[src/rtl/core/hpf2d_pkg.sv]
`default_nettype none

package hpf2d_pkg;

  localparam int HPF_MAX_WIDTH  = 2048;
  localparam int HPF_MAX_HALF   = 3;
  localparam int HPF_MAX_HEIGHT = 4096;

  localparam int CFG_IDX_W  = 2;
  localparam int CFG_DATA_W = 13;

  localparam logic [CFG_IDX_W-1:0] CFG_KERNEL_SIZE  = 2'd0;
  localparam logic [CFG_IDX_W-1:0] CFG_IMAGE_WIDTH  = 2'd1;
  localparam logic [CFG_IDX_W-1:0] CFG_IMAGE_HEIGHT = 2'd2;

  localparam logic [2:0]  RST_KERNEL_SIZE  = 3'd3;
  localparam logic [11:0] RST_IMAGE_WIDTH  = 12'd640;
  localparam logic [12:0] RST_IMAGE_HEIGHT = 13'd480;

  localparam logic MODE_PIXEL = 1'b0;
  localparam logic MODE_FLUSH = 1'b1;

  typedef struct packed {
    logic       mode;
    logic [7:0] pixel;
  } in_word_t;

  typedef struct packed {
    logic [7:0] filtered;
    logic       frame_last;
  } out_word_t;

  // accumulator control from the sequencer
  typedef struct packed {
    logic clear;
    logic add;
    logic center;
    logic load;
  } acc_ctl_t;

  typedef enum logic [1:0] {
    ST_IDLE,
    ST_READ,
    ST_DRAIN,
    ST_CALC
  } seq_state_e;

endpackage

`default_nettype wire

[src/rtl/core/hpf2d_acc.sv]
`default_nettype none

module hpf2d_acc #(
  parameter int MAX_HALF = hpf2d_pkg::HPF_MAX_HALF
) (
  input  wire logic                            clk_i,
  input  wire hpf2d_pkg::acc_ctl_t             ctl_i,
  input  wire logic [$clog2(MAX_HALF+1)-1:0]   half_i,
  input  wire logic [7:0]                      rdata_i,
  output logic      [7:0]                      filtered_o
);

  localparam int SLOTS = 2*MAX_HALF+1;
  localparam int HW    = $clog2(MAX_HALF+1);
  localparam int KW    = HW+1;
  localparam int SUMW  = $clog2(SLOTS*SLOTS*255+1);

  logic        [SUMW-1:0] acc_q, acc_d;
  logic        [7:0]      center_q;
  logic        [7:0]      res_q, res_d;
  logic        [KW-1:0]   k;
  logic        [SUMW-1:0] prod;
  logic signed [SUMW:0]   val;

  assign k = {half_i, 1'b1};

  always_comb begin
    acc_d = acc_q;
    if (ctl_i.clear) begin
      acc_d = '0;
    end else if (ctl_i.add) begin
      acc_d = acc_q + SUMW'(rdata_i);
    end
    prod = SUMW'(k) * SUMW'(k) * SUMW'(center_q);
    val  = $signed({1'b0, prod}) - $signed({1'b0, acc_q});
    if (val < 0) begin
      res_d = 8'd0;
    end else if (val > 255) begin
      res_d = 8'd255;
    end else begin
      res_d = val[7:0];
    end
  end

  always_ff @(posedge clk_i) begin
    acc_q <= acc_d;
    if (ctl_i.center) begin
      center_q <= rdata_i;
    end
    if (ctl_i.load) begin
      res_q <= res_d;
    end
  end

  assign filtered_o = res_q;

endmodule

`default_nettype wire

[config.mk]
export PLATFORM = sky130hd
export DESIGN_NAME = hpf2d_acc
export DESIGN_NICKNAME = d
export VERILOG_FILES = /design/src/rtl/core/hpf2d_pkg.sv /design/src/rtl/core/hpf2d_acc.sv
export SDC_FILE = /design/constraint.sdc
export NUM_CORES = 1
export LEC_CHECK = 0
export ABC_AREA = 1
export BUFFER_PORTS_ARGS = -buffer_cell sky130_fd_sc_hd__buf_2
export CORE_MARGIN = 2
export CORE_UTILIZATION = 31
export DETAILED_ROUTE_END_ITERATION = 10
export GPL_TIMING_DRIVEN = 0
export HOLD_SLACK_MARGIN = 0.06
export PLACE_DENSITY = 0.53
export SYNTH_ARGS = -nofsm -noshare
export SYNTH_HDL_FRONTEND = slang
export SYNTH_SLANG_ARGS = --single-unit
export TNS_END_PERCENT = 30
[constraint.sdc]
create_clock -name clk_i -period 5.65 [get_ports clk_i]
set_input_delay 1.4125 -clock clk_i [delete_from_list [all_inputs] [get_ports clk_i]]
set_output_delay 1.4125 -clock clk_i [all_outputs]
set_load 0.1 [all_outputs]
Yosys cells after proc, flatten, opt, wreduce, memory -nomap -nowiden
Cells that the tools add are included.
- register bits: 30
- input bits: 15
- add/sub/neg operators: 2
- $mul: 2
- $lt $le $gt $ge: 2
- multiplexer cells: 1
- operator list (cell ; count):
    15-bit by 9-bit greater-than comparator with 1-bit output (second input constant) ; 1
    15-bit by 1-bit < comparator with 1-bit output (second input constant) ; 1
    14-bit by 14-bit subtractor with 15-bit output ; 1
    14-bit by 8-bit adder with 14-bit output ; 1
    6-bit by 8-bit multiplier with 14-bit output ; 1
    8-bit 2-to-1 mux ; 1
    3-bit by 3-bit multiplier with 6-bit output ; 1

Depth between registers and ports, before layout
- depth in word-level cells: 5
- depth in mapped cells: 27
- mapped depth without buffers: 26

Worst setup path after synthesis
OpenSTA, ideal clock, no wires.
- path type: input to register
- start point: in half_i[0]
- end point: reg res_q[0] (netlist: filtered_o[0]), data pin
- library setup time: 0.261 ns
- arrival time: 5.658 ns
- required time: 5.389 ns
- path slack: -0.269 ns
- stages on the path: 27
- buffers on the path: 1
- path through: inv_1 > ha_1 > buf_2 > xnor2_1 > xor2_1 > nor2_1 > ha_1 > inv_1 > fa_1 > inv_1 > fa_1 > inv_1 > fa_1 > inv_1 > ha_1 > nand2_1 > nand2_1 > a21oi_1 > nand2_1 > nand2_1 > nand2_1 > inv_1 > nand2_2 > nor2_4 > nand3_4 > nor2_1 > nor2_1
- cells in the longest elaborated chain, start to end: 5
- elaborated cells between the ends (all ways): 6
- those cells by class: add/sub: 1; mul: 2; order compare: 2; mux: 1
- ends and longest elaborated chain (item ; RTL line ; source):
    from (decl) ; hpf2d_acc.sv:8 ; input wire logic [$clog2(MAX_HALF+1)-1:0] half_i,
    3-bit by 3-bit multiplier with 6-bit output * ; hpf2d_acc.sv:34 ; prod = SUMW'(k) * SUMW'(k) * SUMW'(center_q);
    6-bit by 8-bit multiplier with 14-bit output * ; hpf2d_acc.sv:34 ;
    14-bit by 14-bit subtractor with 15-bit output * ; hpf2d_acc.sv:35 ; val = $signed({1'b0, prod}) - $signed({1'b0, acc_q});
    15-bit by 9-bit greater-than comparator with 1-bit output ; hpf2d_acc.sv:38 ; end else if (val > 255) begin
    8-bit 2-to-1 mux ; hpf2d_acc.sv:38 ;
    to (signal assigned) ; hpf2d_acc.sv:51 ; res_q <= res_d;
    to (decl) ; hpf2d_acc.sv:20 ; logic [7:0] res_q, res_d;
Every way passes the cells marked *; elsewhere a longest branch is shown, timed or not.
A chain may end at the register's enable or synchronous reset.

Worst setup path after layout
- start point: in half_i[0]
- end point: reg res_q[6] (netlist: filtered_o[6]), data pin
The elaborated chain is that of the path after synthesis.

==> impl_metrics.csv <==
group,metric,value,unit
run_status,status,"complete, no violations",
synthesis,synth_area,0.003603,mm²
setup_path,rr_endpoint,"filtered_o[6]",
worst_hold_path,hp-class,"reg2reg",
detailed_routing,dr.first_iter.drc_count,63,
global_route,grt_max_degree,11,
clock_tree,cts_buffer_depth,2,
synthesis,synth_ff_type,"edfxtp_1",
clock_tree,clkTransAtPathRegs,0.06,ns
synthesis,synth.area.top_cells,"ha_1 18%, fa_1 16%, edfxtp_1 13%",
floorplanning,fp.dieW,111.8,µm
setup_path,required,5.67,ns
sta,maxSlewHeadroom,67.89,%
detailed_routing,drtPass1Iterations,4,
place,place_congestion,0.8854,
clock_tree,cts_sinks,30,
detailed_routing,drt-met1-wl,3.581,mm
place,numPortBuffers,20,
place,hpwlAfterDp,6.541,mm
place,dpl-instance-area,0.003976,mm²
sta,worst_pin_slew,0.4850,ns
floorplanning,start_util,31.69,%
floorplanning,core.rowCount,39,
synthesis,synth_cell_types,29,
job,cap_violations,0,
detailed_routing,routed_wl,7.607,mm
detailed_routing,route.met3.wl,214,µm
layout,nets,604,
synthesis,synth_edf_count,16,
setup_path,r2r_slack,1.34,ns
global_route,antenna_found_initial,0,
floorplanning,coreArea,0.01137,mm²
detailed_routing,wl_per_cell,11.63,µm
layout,syn_to_final_growth,21.53,%
sta,hold_violations,0,
global_route,grt_pass1_vias,2881,
setup_path,critPathKind,"in2reg",
sta,finalCritPeriodShare,97.09,%
setup_path,worstPathArrival,5.51,ns
layout,design_area,0.004379,mm²
layout,mostFrequentLayoutCell,"inv_1",
synthesis,syn_nets,571,
sta,final_max_slew_viol_count,0,
clock_tree,clk_latency,0.28,ns
clock_tree,cts_made_buffers,5,
synthesis,synth-seq-area-share,21.11,%
sta,clock_skew,0.006198,ns
setup_path,worstSetupStartpointType,"input pin",
synthesis,synth_warnings,0,
setup_path,reg2reg_from,"center_q[3]",
detailed_routing,vias,2914,
clock_tree,cts_tree,"yes",
floorplanning,die-height,111.8,µm
setup_path,reg2reg_depth,19,
synthesis,synth_area_leader_cell,"ha_1",
clock_tree,clock-root-buffer,"clkbuf_16",
setup_path,path_max_fanout,9,
setup_path,end_kind,"flop",
synthesis,synthCells,477,
floorplanning,dieArea,0.01250,mm²
global_route,track_usage,12.56,%
layout,diodes,0,
global_route,grt_remaining_overflow,0,
sta,fin_crit,5.486,ns
floorplanning,io_pins,23,
detailed_routing,drtAntennaViolNets,0,
worst_hold_path,whs_endpoint,"acc_q[13]",
sta,setup_violations,0,
sta,clock.fmax,182.3,MHz
global_route,grt_pass1_wl,12.92,mm
detailed_routing,route.detailed.drc,0,
synthesis,syn_area_per_cell,7.554,µm²
worst_hold_path,min_path_cells,2,
sta,rsz0062_at_grt,"yes",
clock_tree,h-tree-depth,2,
detailed_routing,top_layer,"met4",
layout,mostFrequentLayoutCells,"109 x inv_1, 81 x nand2_1, 44 x ha_1",
synthesis,synth_seq_cells,30,
detailed_routing,vias_per_cell,4.456,
synthesis,yosysTopAreaCellShare,17.71,%
synthesis,async_reset_ff_share,0,%
detailed_routing,wl_met2,3.741,mm
worst_hold_path,min-delay-start,"acc_q[13]",
layout,drive_gt1_share,19.96,%
[through the flow]
step / std cells / hold slack (ns) / setup TNS (ns) / setup WS, ns / utilization, %
floorplan: 477 / 0.4588 / 0 / 0.004120 / -
global placement: 640 / 0.4743 / -4.383 / -0.5514 / 34.97
detailed placement: 640 / 0.4843 / -4.525 / -0.5852 / 34.97
CTS: 650 / 0.4917 / 0 / 0.007122 / 36.93
global route: 654 / 0.5080 / -0.2344 / -0.05022 / 38.52
finish: 654 / 0.4931 / 0 / 0.1642 / 38.52
[final cells by class]
cell class,instances,area (µm²)
Timing Repair Buffer,28,185.2
Sequential cell,30,760.7
Multi-Input combinational cell,327,2654
Clock buffer,6,138.9
Tap cell,143,178.9
Fill cell,1149,6990
Buffer,3,12.51
Clock inverter,2,12.51
Inverter,115,436.7
[what timing repair did]
item,4_1_cts,5_1_grt
gates resized for setup,10,48
cloned,0,0
pin swaps,4,35
hold buffers,0,0
hold endpoints to repair,0,0
setup buffers,3,5
endpoints found under the setup margin,8,8
[cells by family after synthesis]
logic type | share of synthesized area [%]
fa+ha+maj | 33.26
simple gates | 22.78
compound gates | 6.111
xor+xnor | 4.167
buf+inv | 12.57
flops | 21.11
[state kept, by name, summed over array words and instances (netlist names)]
register and flops:
acc_q 14, center_q 8, filtered_o 8
[metal layers]
metal / vias up / GRT usage, %
met5: - / 0
met4: 0 / 2.798
met3: 7 / 2.069
met2: 38 / 22.59
met1: 1340 / 15.79
li1: 1529 / -
[critical path, cell delays in order]
cell and delay, ns:
buf_8 0.10, ha_2 0.25, nor2_4 0.16, inv_1 0.11, nand2_1 0.08, fa_1 0.44
fa_1 0.54, inv_1 0.05, fa_1 0.47, inv_1 0.05, fa_1 0.51, inv_2 0.05
ha_4 0.32, nand2_4 0.08, nor2_4 0.12, nand3_2 0.08, nand3_1 0.07, nand2_1 0.07
inv_2 0.05, nand2_2 0.05, nor2_4 0.09, nand3_4 0.16, nor2_1 0.14, nor2_1 0.05
[cells in the mapped netlist, types with 3 or more instances]
cell type / instances
edfxtp_1: 16
inv_1: 114
ha_1: 51
nand3_1: 20
nor2_1: 54
xnor2_1: 7
nand2_2: 4
clkbuf_1: 3
nand2_1: 97
o21ai_0: 11
fa_1: 28
a21oi_1: 26
nand4_1: 7
xor2_1: 7
dfxtp_1: 14
[worst max-delay path by stage]
stage	end	startpoint	cells past startpoint	slack, ns
final	filtered_o[6]	half_i[0]	24	0.16
after detailed placement	filtered_o[3]	half_i[1]	24	-0.59
after CTS	filtered_o[3]	half_i[1]	25	0.007
after global routing	filtered_o[3]	half_i[0]	27	-0.05
after global placement	filtered_o[2]	half_i[1]	24	-0.55
after floorplan	filtered_o[0]	half_i[0]	27	0.004
Power is not shown: default switching activity piles up to over one toggle a cycle in this logic, so the estimate is an artifact.
