[src/rtl/core/hpf2d_pkg.sv]
`default_nettype none

package hpf2d_pkg;

  localparam int HPF_MAX_WIDTH  = 2048;
  localparam int HPF_MAX_HALF   = 3;
  localparam int HPF_MAX_HEIGHT = 4096;

  localparam int CFG_IDX_W  = 2;
  localparam int CFG_DATA_W = 13;

  localparam logic [CFG_IDX_W-1:0] CFG_KERNEL_SIZE  = 2'd0;
  localparam logic [CFG_IDX_W-1:0] CFG_IMAGE_WIDTH  = 2'd1;
  localparam logic [CFG_IDX_W-1:0] CFG_IMAGE_HEIGHT = 2'd2;

  localparam logic [2:0]  RST_KERNEL_SIZE  = 3'd3;
  localparam logic [11:0] RST_IMAGE_WIDTH  = 12'd640;
  localparam logic [12:0] RST_IMAGE_HEIGHT = 13'd480;

  localparam logic MODE_PIXEL = 1'b0;
  localparam logic MODE_FLUSH = 1'b1;

  typedef struct packed {
    logic       mode;
    logic [7:0] pixel;
  } in_word_t;

  typedef struct packed {
    logic [7:0] filtered;
    logic       frame_last;
  } out_word_t;

  // accumulator control from the sequencer
  typedef struct packed {
    logic clear;
    logic add;
    logic center;
    logic load;
  } acc_ctl_t;

  typedef enum logic [1:0] {
    ST_IDLE,
    ST_READ,
    ST_DRAIN,
    ST_CALC
  } seq_state_e;

endpackage

`default_nettype wire

[src/rtl/core/hpf2d_seq.sv]
`default_nettype none

module hpf2d_seq #(
  parameter int MAX_WIDTH  = hpf2d_pkg::HPF_MAX_WIDTH,
  parameter int MAX_HALF   = hpf2d_pkg::HPF_MAX_HALF,
  parameter int MAX_HEIGHT = hpf2d_pkg::HPF_MAX_HEIGHT
) (
  input  wire logic                                        clk_i,
  input  wire logic                                        rst_ni,
  input  wire logic                                        cfg_valid_i,
  output logic                                             cfg_ready_o,
  input  wire logic [hpf2d_pkg::CFG_IDX_W-1:0]             cfg_index_i,
  input  wire logic [hpf2d_pkg::CFG_DATA_W-1:0]            cfg_data_i,
  input  wire logic                                        in_valid_i,
  output logic                                             in_stall_o,
  input  wire hpf2d_pkg::in_word_t                         in_data_i,
  input  wire logic                                        out_stall_i,
  output logic                                             out_valid_o,
  output logic                                             frame_last_o,
  output logic                                             mem_we_o,
  output logic      [$clog2((2*MAX_HALF+1)*MAX_WIDTH)-1:0] mem_waddr_o,
  output logic      [7:0]                                  mem_wdata_o,
  output logic                                             mem_re_o,
  output logic      [$clog2((2*MAX_HALF+1)*MAX_WIDTH)-1:0] mem_raddr_o,
  output hpf2d_pkg::acc_ctl_t                              acc_ctl_o,
  output logic      [$clog2(MAX_HALF+1)-1:0]               half_o
);

  localparam int SLOTS = 2*MAX_HALF+1;
  localparam int CW    = $clog2(MAX_WIDTH);
  localparam int WW    = $clog2(MAX_WIDTH+1);
  localparam int RW    = $clog2(MAX_HEIGHT+1);
  localparam int SW    = $clog2(SLOTS);
  localparam int HW    = $clog2(MAX_HALF+1);
  localparam int OW    = HW+1;
  localparam int XW    = ((RW > WW) ? RW : WW) + OW + 1;
  localparam int DW    = $clog2(MAX_HALF*MAX_WIDTH+MAX_HALF+2);
  localparam int AW    = $clog2(SLOTS*MAX_WIDTH);
  localparam int LO_W  = (SLOTS > 8) ? SLOTS : 8;
  localparam logic signed [XW-1:0] SLOTS_S = XW'(SLOTS);

  hpf2d_pkg::seq_state_e state_q, state_d;

  logic [2:0]  kernel_q, kernel_d;
  logic [11:0] width_q, width_d;
  logic [12:0] height_q, height_d;

  logic [RW-1:0] in_row_q, in_row_d, out_row_q, out_row_d;
  logic [CW-1:0] in_col_q, in_col_d, out_col_q, out_col_d;
  logic [SW-1:0] in_slot_q, in_slot_d, out_slot_q, out_slot_d;
  logic [DW-1:0] diff_q, diff_d;

  logic signed [OW-1:0] rd_i_q, rd_i_d, rd_j_q, rd_j_d;
  logic                 rd_vld_q, rd_vld_d, rd_ctr_q, rd_ctr_d;
  logic                 out_valid_q, out_valid_d, out_last_q, out_last_d;

  logic [2:0]    kh;
  logic [31:0]   wv, hv;
  logic [HW-1:0] half;
  logic [WW-1:0] w_eff;
  logic [RW-1:0] h_eff;
  logic [DW-1:0] lag;
  logic          in_done;

  logic signed [OW-1:0] half_s, neg_half;
  logic signed [XW-1:0] row_s, rowc_s, d_s, sx, col_s, colc_s, hm1_s, wm1_s;
  logic [SW-1:0]        rslot;
  logic [CW-1:0]        rcol;

  // effective frame geometry
  always_comb begin
    kh = {1'b0, kernel_q[2:1]};
    if (32'(kh) > MAX_HALF) begin
      half = HW'(MAX_HALF);
    end else begin
      half = HW'(kh);
    end
    wv = 32'(width_q);
    if (wv < LO_W) begin
      w_eff = WW'(LO_W);
    end else if (wv > MAX_WIDTH) begin
      w_eff = WW'(MAX_WIDTH);
    end else begin
      w_eff = WW'(wv);
    end
    hv = 32'(height_q);
    if (hv < 1) begin
      h_eff = RW'(1);
    end else if (hv > MAX_HEIGHT) begin
      h_eff = RW'(MAX_HEIGHT);
    end else begin
      h_eff = RW'(hv);
    end
    lag = DW'(half) * DW'(w_eff) + DW'(half) + DW'(1);
  end

  assign half_s   = $signed({1'b0, half});
  assign neg_half = -half_s;
  assign in_done  = (in_row_q >= h_eff);

  // window address with edge replication
  always_comb begin
    hm1_s = XW'(h_eff) - XW'(1);
    wm1_s = XW'(w_eff) - XW'(1);
    row_s = XW'(out_row_q) + XW'(rd_i_q);
    if (row_s < 0) begin
      rowc_s = '0;
    end else if (row_s > hm1_s) begin
      rowc_s = hm1_s;
    end else begin
      rowc_s = row_s;
    end
    d_s = rowc_s - XW'(out_row_q);
    sx  = XW'(out_slot_q) + d_s;
    if (sx < 0) begin
      sx = sx + SLOTS_S;
    end else if (sx >= SLOTS_S) begin
      sx = sx - SLOTS_S;
    end
    rslot = sx[SW-1:0];
    col_s = XW'(out_col_q) + XW'(rd_j_q);
    if (col_s < 0) begin
      colc_s = '0;
    end else if (col_s > wm1_s) begin
      colc_s = wm1_s;
    end else begin
      colc_s = col_s;
    end
    rcol = colc_s[CW-1:0];
  end

  assign mem_raddr_o = AW'(rslot) * AW'(MAX_WIDTH) + AW'(rcol);
  assign mem_waddr_o = AW'(in_slot_q) * AW'(MAX_WIDTH) + AW'(in_col_q);
  assign mem_wdata_o = in_data_i.pixel;

  always_comb begin
    state_d     = state_q;
    kernel_d    = kernel_q;
    width_d     = width_q;
    height_d    = height_q;
    in_row_d    = in_row_q;
    in_col_d    = in_col_q;
    in_slot_d   = in_slot_q;
    out_row_d   = out_row_q;
    out_col_d   = out_col_q;
    out_slot_d  = out_slot_q;
    diff_d      = diff_q;
    rd_i_d      = rd_i_q;
    rd_j_d      = rd_j_q;
    rd_vld_d    = 1'b0;
    rd_ctr_d    = 1'b0;
    out_valid_d = out_valid_q;
    out_last_d  = out_last_q;
    mem_we_o    = 1'b0;
    mem_re_o    = 1'b0;
    acc_ctl_o   = '0;

    acc_ctl_o.add    = rd_vld_q;
    acc_ctl_o.center = rd_vld_q && rd_ctr_q;

    if (out_valid_q && !out_stall_i) begin
      out_valid_d = 1'b0;
    end

    unique case (state_q)
      hpf2d_pkg::ST_IDLE: begin
        if (in_valid_i) begin
          if (in_data_i.mode == hpf2d_pkg::MODE_PIXEL && !in_done) begin
            mem_we_o = 1'b1;
            if (WW'(in_col_q) + WW'(1) >= w_eff) begin
              in_col_d = '0;
              in_row_d = in_row_q + RW'(1);
              if (in_slot_q == SW'(SLOTS-1)) begin
                in_slot_d = '0;
              end else begin
                in_slot_d = in_slot_q + SW'(1);
              end
            end else begin
              in_col_d = in_col_q + CW'(1);
            end
            if (diff_q + DW'(1) >= lag) begin
              state_d         = hpf2d_pkg::ST_READ;
              rd_i_d          = neg_half;
              rd_j_d          = neg_half;
              acc_ctl_o.clear = 1'b1;
            end else begin
              diff_d = diff_q + DW'(1);
            end
          end else if (in_done) begin
            state_d         = hpf2d_pkg::ST_READ;
            rd_i_d          = neg_half;
            rd_j_d          = neg_half;
            acc_ctl_o.clear = 1'b1;
            diff_d          = diff_q - DW'(1);
          end
        end
      end
      hpf2d_pkg::ST_READ: begin
        mem_re_o = 1'b1;
        rd_vld_d = 1'b1;
        rd_ctr_d = (rd_i_q == '0) && (rd_j_q == '0);
        if (rd_j_q == half_s) begin
          rd_j_d = neg_half;
          if (rd_i_q == half_s) begin
            state_d = hpf2d_pkg::ST_DRAIN;
          end else begin
            rd_i_d = rd_i_q + OW'(1);
          end
        end else begin
          rd_j_d = rd_j_q + OW'(1);
        end
      end
      hpf2d_pkg::ST_DRAIN: begin
        state_d = hpf2d_pkg::ST_CALC;
      end
      hpf2d_pkg::ST_CALC: begin
        if (!out_valid_q || !out_stall_i) begin
          acc_ctl_o.load = 1'b1;
          out_valid_d    = 1'b1;
          out_last_d     = 1'b0;
          state_d        = hpf2d_pkg::ST_IDLE;
          if (WW'(out_col_q) + WW'(1) >= w_eff) begin
            out_col_d = '0;
            if (out_row_q + RW'(1) >= h_eff) begin
              out_last_d = 1'b1;
              in_row_d   = '0;
              in_col_d   = '0;
              in_slot_d  = '0;
              out_row_d  = '0;
              out_slot_d = '0;
              diff_d     = '0;
            end else begin
              out_row_d = out_row_q + RW'(1);
              if (out_slot_q == SW'(SLOTS-1)) begin
                out_slot_d = '0;
              end else begin
                out_slot_d = out_slot_q + SW'(1);
              end
            end
          end else begin
            out_col_d = out_col_q + CW'(1);
          end
        end
      end
      default: begin
        state_d = hpf2d_pkg::ST_IDLE;
      end
    endcase

    // a write to any of the three registers restarts the frame
    if (cfg_valid_i) begin
      unique case (cfg_index_i)
        hpf2d_pkg::CFG_KERNEL_SIZE:  kernel_d = cfg_data_i[2:0];
        hpf2d_pkg::CFG_IMAGE_WIDTH:  width_d  = cfg_data_i[11:0];
        hpf2d_pkg::CFG_IMAGE_HEIGHT: height_d = cfg_data_i;
        default: ;
      endcase
      if (cfg_index_i == hpf2d_pkg::CFG_KERNEL_SIZE ||
          cfg_index_i == hpf2d_pkg::CFG_IMAGE_WIDTH ||
          cfg_index_i == hpf2d_pkg::CFG_IMAGE_HEIGHT) begin
        in_row_d   = '0;
        in_col_d   = '0;
        in_slot_d  = '0;
        out_row_d  = '0;
        out_col_d  = '0;
        out_slot_d = '0;
        diff_d     = '0;
      end
    end
  end

  always_ff @(posedge clk_i or negedge rst_ni) begin
    if (!rst_ni) begin
      state_q <= hpf2d_pkg::ST_IDLE;
    end else begin
      state_q <= state_d;
    end
  end

  always_ff @(posedge clk_i or negedge rst_ni) begin
    if (!rst_ni) begin
      kernel_q    <= hpf2d_pkg::RST_KERNEL_SIZE;
      width_q     <= hpf2d_pkg::RST_IMAGE_WIDTH;
      height_q    <= hpf2d_pkg::RST_IMAGE_HEIGHT;
      in_row_q    <= '0;
      in_col_q    <= '0;
      in_slot_q   <= '0;
      out_row_q   <= '0;
      out_col_q   <= '0;
      out_slot_q  <= '0;
      diff_q      <= '0;
      rd_i_q      <= '0;
      rd_j_q      <= '0;
      rd_vld_q    <= 1'b0;
      rd_ctr_q    <= 1'b0;
      out_valid_q <= 1'b0;
      out_last_q  <= 1'b0;
    end else begin
      kernel_q    <= kernel_d;
      width_q     <= width_d;
      height_q    <= height_d;
      in_row_q    <= in_row_d;
      in_col_q    <= in_col_d;
      in_slot_q   <= in_slot_d;
      out_row_q   <= out_row_d;
      out_col_q   <= out_col_d;
      out_slot_q  <= out_slot_d;
      diff_q      <= diff_d;
      rd_i_q      <= rd_i_d;
      rd_j_q      <= rd_j_d;
      rd_vld_q    <= rd_vld_d;
      rd_ctr_q    <= rd_ctr_d;
      out_valid_q <= out_valid_d;
      out_last_q  <= out_last_d;
    end
  end

  assign cfg_ready_o  = 1'b1;
  assign in_stall_o   = (state_q != hpf2d_pkg::ST_IDLE);
  assign out_valid_o  = out_valid_q;
  assign frame_last_o = out_last_q;
  assign half_o       = half;

endmodule

`default_nettype wire

[config.mk]
export PLATFORM = sky130hd
export DESIGN_NAME = hpf2d_seq
export DESIGN_NICKNAME = d
export VERILOG_FILES = /design/src/rtl/core/hpf2d_pkg.sv /design/src/rtl/core/hpf2d_seq.sv
export SDC_FILE = /design/constraint.sdc
export NUM_CORES = 1
export LEC_CHECK = 0
export BUFFER_PORTS_ARGS = -buffer_cell sky130_fd_sc_hd__buf_2
export CAP_MARGIN = 30
export CORE_MARGIN = 4
export CORE_UTILIZATION = 50
export CTS_CLUSTER_DIAMETER = 150
export DETAILED_ROUTE_END_ITERATION = 7
export PLACE_DENSITY = 0.7
export SKIP_CTS_REPAIR_TIMING = 1
export SYNTH_ARGS = -nofsm -noshare
export SYNTH_HDL_FRONTEND = slang
export SYNTH_SLANG_ARGS = --single-unit
[constraint.sdc]
create_clock -name clk_i -period 10.12 [get_ports clk_i]
set_input_delay 1.518 -clock clk_i [delete_from_list [all_inputs] [get_ports clk_i]]
set_output_delay 1.518 -clock clk_i [all_outputs]
set_load 0.03 [all_outputs]
# ---- After elaboration in Yosys (flattened, before gate mapping)
# Cells that the tools add are included.
dict set report word_totals {
  register_bits 107
  in_bits 29
  output_inout_bits 48
  elab_cells 198
}
dict set report op_classes {
  n_addsub 25
  n_mul 1
  magnitude_cmp 15
  n_eq_ne 16
  n_mux 100
  n_bitwise 1
  reduce_logical 23
}
# cell count
set op_table {}
lappend op_table {{two-way mux 13 bit} 25}
lappend op_table {{two-way mux 11 bit} 15}
lappend op_table {{two-way mux 3 bit} 25}
lappend op_table {{adder 13 x 1 -> 13 bit, second input constant} 4}
lappend op_table {{case mux 13 bit (2 select lines)} 2}
lappend op_table {{>= comparator 13 bit} 3}
lappend op_table {{two-way mux 17 bit} 2}
lappend op_table {{adder 14 x 11 -> 14 bit} 2}
lappend op_table {{less-than comparator 13 x 1 -> 1 bit, second input constant} 2}
lappend op_table {{adder 11 x 1 -> 12 bit, second input constant} 2}
lappend op_table {{>= comparator 12 bit} 2}
lappend op_table {{two-way mux 12 bit} 2}
lappend op_table {{adder 11 x 1 -> 11 bit, second input constant} 2}
lappend op_table {{case mux 11 bit (2 select lines)} 1}
lappend op_table {{case mux 3 bit (2 select lines)} 3}
lappend op_table {{adder 3 x 17 -> 17 bit} 1}
lappend op_table {{>= comparator 17 x 4 -> 1 bit, second input constant} 1}
lappend op_table {{less-than comparator 17 x 1 -> 1 bit, second input constant} 1}
lappend op_table {{two-way mux 1 bit} 17}
lappend op_table {{subtractor 17 x 13 -> 17 bit} 1}
lappend op_table {{adder 14 x 3 -> 15 bit} 1}
lappend op_table {{greater-than comparator 15 x 14 -> 1 bit} 1}
lappend op_table {{less-than comparator 15 x 1 -> 1 bit, second input constant} 1}
lappend op_table {{two-way mux 2 bit} 7}
lappend op_table {{31 further kinds} 58}

# ---- Depth between registers and ports, before layout
dict set report depth {
  word_depth 13
  mapped_depth 31
  depth_no_buf 30
}

# ---- Worst setup path before layout
# OpenSTA, ideal clock, no wires.
dict set report synth_path {
  path_kind {reg2out}
  start {reg out_row_q[0]}
  end {out mem_raddr_o[13]}
  arrival_time_ps 7330
  required_time_ps 8602
  path_slack_ps 1272
  stages_incl_launch_ff 30
  path_buffers 2
  path_cell_list {dfrtp_1 ha_1 fa_1 a21o_1 a21oi_1 o21ai_1 a211oi_1 o31ai_1 a21oi_1 xnor2_1 buf_2 ha_1 and4_1 a311oi_1 o41ai_2 inv_1 clkbuf_1 nor2_1 a211o_1 fa_1 inv_1 fa_1 a21oi_1 nor2_1 o211a_1 or3_1 and3_1 o221ai_2 nor2_1 a211oi_1}
}
dict set report synth_via {
  elab_chain_len 10
  elab_cells_between_ends 14
  cone_classes {add/sub: 6; order compare: 4; mux: 4}
}
# item line
set synth_lines {}
lappend synth_lines {{start, declared} hpf2d_seq.sv:48} ;# logic [RW-1:0] in_row_q, in_row_d, out_row_q, out_row_d;
lappend synth_lines {{start signal, assigned} hpf2d_seq.sv:305} ;# out_row_q <= out_row_d;
lappend synth_lines {{adder 14 x 3 -> 15 bit} hpf2d_seq.sv:105} ;# row_s = XW'(out_row_q) + XW'(rd_i_q);
lappend synth_lines {{greater-than comparator 15 x 14 -> 1 bit} hpf2d_seq.sv:108} ;# end else if (row_s > hm1_s) begin
lappend synth_lines {{two-way mux 17 bit} hpf2d_seq.sv:108}
lappend synth_lines {{two-way mux 17 bit} hpf2d_seq.sv:106} ;# if (row_s < 0) begin
lappend synth_lines {{subtractor 17 x 13 -> 17 bit (*)} hpf2d_seq.sv:113} ;# d_s = rowc_s - XW'(out_row_q);
lappend synth_lines {{adder 3 x 17 -> 17 bit (*)} hpf2d_seq.sv:114} ;# sx = XW'(out_slot_q) + d_s;
lappend synth_lines {{>= comparator 17 x 4 -> 1 bit / subtractor 3 x 1 -> 3 bit (equally long branches)} {hpf2d_seq.sv:117, hpf2d_seq.sv:118}}
lappend synth_lines {{two-way mux 3 bit} hpf2d_seq.sv:117} ;# end else if (sx >= SLOTS_S) begin
lappend synth_lines {{two-way mux 3 bit (*)} hpf2d_seq.sv:115} ;# if (sx < 0) begin
lappend synth_lines {{adder 14 x 11 -> 14 bit (*)} hpf2d_seq.sv:132} ;# assign mem_raddr_o = AW'(rslot) * AW'(MAX_WIDTH) + AW'(rcol);
lappend synth_lines {{end, declared} hpf2d_seq.sv:24} ;# output logic [$clog2((2*MAX_HALF+1)*MAX_WIDTH)-1:0] mem_raddr_o,
# Every way passes the cells marked *; elsewhere a longest branch is shown, timed or not.

# ---- Final worst setup path
dict set report layout_path {
  start {reg height_q[3]}
  end {out mem_raddr_o[13]}
}
dict set report layout_via {
  elab_chain_len 13
  elab_cells_between_ends 17
  cone_classes {add/sub: 6; order compare: 5; mux: 6}
}
# item line
set layout_lines {}
lappend layout_lines {{start, declared} hpf2d_seq.sv:46} ;# logic [12:0] height_q, height_d;
lappend layout_lines {{start signal, assigned} hpf2d_seq.sv:284} ;# height_q <= hpf2d_pkg::RST_IMAGE_HEIGHT;
lappend layout_lines {{start signal, assigned} hpf2d_seq.sv:301} ;# height_q <= height_d;
lappend layout_lines {{greater-than comparator 13 bit} hpf2d_seq.sv:89} ;# end else if (hv > MAX_HEIGHT) begin
lappend layout_lines {{two-way mux 13 bit} hpf2d_seq.sv:89}
lappend layout_lines {{two-way mux 13 bit (*)} hpf2d_seq.sv:87} ;# if (hv < 1) begin
lappend layout_lines {{subtractor 13 x 1 -> 14 bit (*)} hpf2d_seq.sv:103} ;# hm1_s = XW'(h_eff) - XW'(1);
lappend layout_lines {{greater-than comparator 15 x 14 -> 1 bit} hpf2d_seq.sv:108}
lappend layout_lines {{two-way mux 17 bit (*)} hpf2d_seq.sv:108}
lappend layout_lines {{two-way mux 17 bit (*)} hpf2d_seq.sv:106}
lappend layout_lines {{subtractor 17 x 13 -> 17 bit (*)} hpf2d_seq.sv:113}
lappend layout_lines {{adder 3 x 17 -> 17 bit (*)} hpf2d_seq.sv:114}
lappend layout_lines {{>= comparator 17 x 4 -> 1 bit / subtractor 3 x 1 -> 3 bit (equally long branches)} {hpf2d_seq.sv:117, hpf2d_seq.sv:118}}
lappend layout_lines {{two-way mux 3 bit} hpf2d_seq.sv:117}
lappend layout_lines {{two-way mux 3 bit (*)} hpf2d_seq.sv:115}
lappend layout_lines {{adder 14 x 11 -> 14 bit (*)} hpf2d_seq.sv:132}
# Marked as above.

==> metrics.txt <==
full die area 27200 um^2; Synth Instances 1486; crit share post-route 93.6%; crit start category register; initial antenna violation count 0; syn_area_per_cell roughly 8.3 um^2; met2 Use GR 39.7%; drt pass-1 iters 5; worst path bufs/invs 3; CP max stage cell o41ai_2; Post-synth EDFFs 0; core area 24200 um^2; max incr delay on CP roughly 0.60 ns; crit path max fanout 21; Critical Path Source height_q[3]; Initial Util 50.8%; internal reg-to-reg setup slack 3.43 ns; Critical R2R Launch width_q[8]; met1 Use GR 33.6%; static leakage power slightly above 0.006 uW; Max clock buf depth 2; first-pass GRT wire length 54400 um; ys async rst share 100%; maximum vdd drop 248 uV; max-capacitance violation count 0; Switching Fraction 53.0%; number of buffers created by CTS 9; slew margin rel. a little over a third; status finished, final reports clean; P_int between 1500 and 2000 uW; routed len/inst 18.1 um; min Tclk post-route 9.47 ns; fmax roughly 110 MHz; Final #Nets 1728; Hold Fails Final Rpt 0; delay-heaviest family, CP compound AO/OA/AOI/OAI gates; diodes inserted 0; DR iter-0 viols between 700 and 800; CTS H-tree depth 3; met3 Use GR 3.19%; Setup TNS 0 ns; reg2reg end diff_q[9]; crit end category output port; global route overflow 0; # setup viols final 0; vias in the first global route 10700; arrival time of the worst setup path between 7 and 8 ns; register area share after synthesis between 20% and 30%; DRC 0; All-Layer GR Usage 24.6%; clock slew at reported path FFs 0.08 ns; Power Dens Cells 273 nW/um^2; end of the critical path mem_raddr_o[13]; Sink Count 106; RSZ-0062 raised after global routing no; WP data required 8.60 ns; Mapped Area approximately 12000 um^2; distinct cell type count after synthesis 91; layout overhead on the synthesized area 6.42%; Crit path depth 26; IO Port Bufs 59; most common cell after layout, fill and taps aside ha_1; number of nets with antenna violations after routing 0; GR peak layer met2; Die Y about 160 um; Ys Warns 0; Seq pwr share 16.2%; die extent in x about 160 um; CTS tree done; Pins Over Slew Limit 0; share of layout cells above drive strength 1 roughly 11%; hpwl dp 26200 um; gpl congestion between 0.9 and 1; cell mode on critical path a21oi_1; final wirelength around 33000 um; most frequent cells in the layout ha_1 (183), nor2_1 (128), nand2_1 (121); clock network power share 10.1%; io pins 77; Vias/cell 6.03; #FFs+latches synth 106; Via Count between 10000 and 15000; net switching power 1900 uW; Cell Rows 57; minimum setup slack in the final design approximately 0.65 ns; latest clock arrival within the worst-skew pair roughly 0.37 ns; worst hold path class register to register; Final Skew 0.00601 ns; r2r worst-path depth 24; pre-CTS setup slack 0.891 ns; Worst-Margin Slew about 0.96 ns; Synth Flop Type dfrtp_1; Root Buffer clkbuf_16; Crit Path Category register to output port; Comb pwr share 73.7%; Min-Delay Path Depth 2; largest net degree at the start of global routing 57
how the worst min path moves through the flow:
stage          slack, ns           end         start
2_1_floorplan       0.46   in_row_q[6]   in_row_q[6]
3_3_place_gp        0.48  frame_last_o  frame_last_o
3_5_place_dp        0.48  frame_last_o  frame_last_o
4_1_cts             0.50  frame_last_o  frame_last_o
5_1_grt             0.53  in_row_q[12]  in_row_q[12]
6_report            0.49  frame_last_o  frame_last_o
metrics by stage:
step           instance area, um^2  cells  util, %  hold slack, ns  total power (uW)
2_1_floorplan                12300   1492        -           0.460              2590
3_3_place_gp                 12800   1822     52.9           0.484              3130
4_1_cts                      13100   1838     54.1           0.498              3560
5_1_grt                      13100   1838     54.1           0.528              3920
3_5_place_dp                 12800   1822     52.9           0.477              3180
6_report                     13100   1838     54.1           0.494              3580
synthesized netlist by cell type (all sizes together), types with 9 or more instances:
library cell    n  share of area (%)
a211oi         22                1.3
a21o           37                2.3
a21oi         116                5.0
a31oi          20                1.0
and2           13               0.66
and3           20                1.0
buf            23                1.3
clkbuf         39                1.2
dfrtp          99                 20
ha            183                 19
inv            83                2.5
mux2           27                2.5
mux2i           9               0.73
nand2         122                3.7
nand2b         21                1.1
nand3          35                1.4
nand3b         12               0.73
nand4          22                1.1
nor2          129                4.0
nor2b          15               0.76
nor3           25                1.1
nor4            9               0.80
o211ai         21                1.3
o21a           14               0.85
o21ai          72                3.0
o21bai         12               0.73
o31ai          10               0.65
or2            20                1.0
or3            20                1.0
or3b           11               0.78
xnor2          57                4.1
xor2           40                2.8
power by group through the flow:
stage	sequential, uW	clock (uW)	combinational, uW
after floorplan	551	0	2040
after global placement	584	0	2550
after detailed placement	587	0	2600
after CTS	579	366	2610
after global routing	591	379	2950
final	582	361	2640
kinds of logic (layout without fill, tap and decap cells):
logic type	count (synthesis)	count (layout)	share of synthesized area (%)
compound gates	414	414	22.8
other cells	1	7	0.0304
simple gates	495	495	20.7
buf+inv	147	169	5.09
mux	36	36	3.20
fa+ha+maj	190	190	19.7
flops	106	106	21.6
xor+xnor	97	97	6.89
metal layers:
metal / vias to the layer above / part of all wire (%)
li1: 5475 / -
met1: 5264 / 46
met2: 290 / 46
met3: 57 / 4.7
met4: 0 / 3.3
met5: - / 0
state kept, by name, summed over array words and instances, names as in the netlist, 2 cells and up:
signal      cells
diff_q         13
height_q       13
in_col_q       11
in_row_q       13
in_slot_q       3
kernel_q        2
out_col_q      11
out_row_q      13
out_slot_q      3
rd_i_q          3
rd_j_q          3
state_q         2
width_q        12
worst register-to-register path, stage by stage, from the launching register on:
cell and delay (ns):
dfrtp_1 0.44, nor3_1 0.38, nor4b_2 0.47, a21oi_1 0.22, nand2_1 0.25, inv_1 0.15
nand2_1 0.13, fa_1 0.47, fa_1 0.44, nor2b_1 0.15, o21ai_0 0.11, a21boi_0 0.19
o21ai_0 0.14, a21oi_1 0.21, a41oi_1 0.17, nand2_1 0.11, xnor2_1 0.13, ha_1 0.27
a21o_1 0.16, a21o_1 0.17, a21oi_1 0.37, nand4_1 0.54, o22ai_1 0.52, a21oi_1 0.12
a211o_1 0.28
layout make-up:
type	count	area, um^2
fillers	2297	11100
multi-input cells	1239	9080
flip-flops and latches	106	2660
well taps	324	405
repair buffers	68	365
inverters	85	319
clock buffers	9	225
clock inverters	7	60.1
No activity file was read; power rests on OpenSTA's default activity.
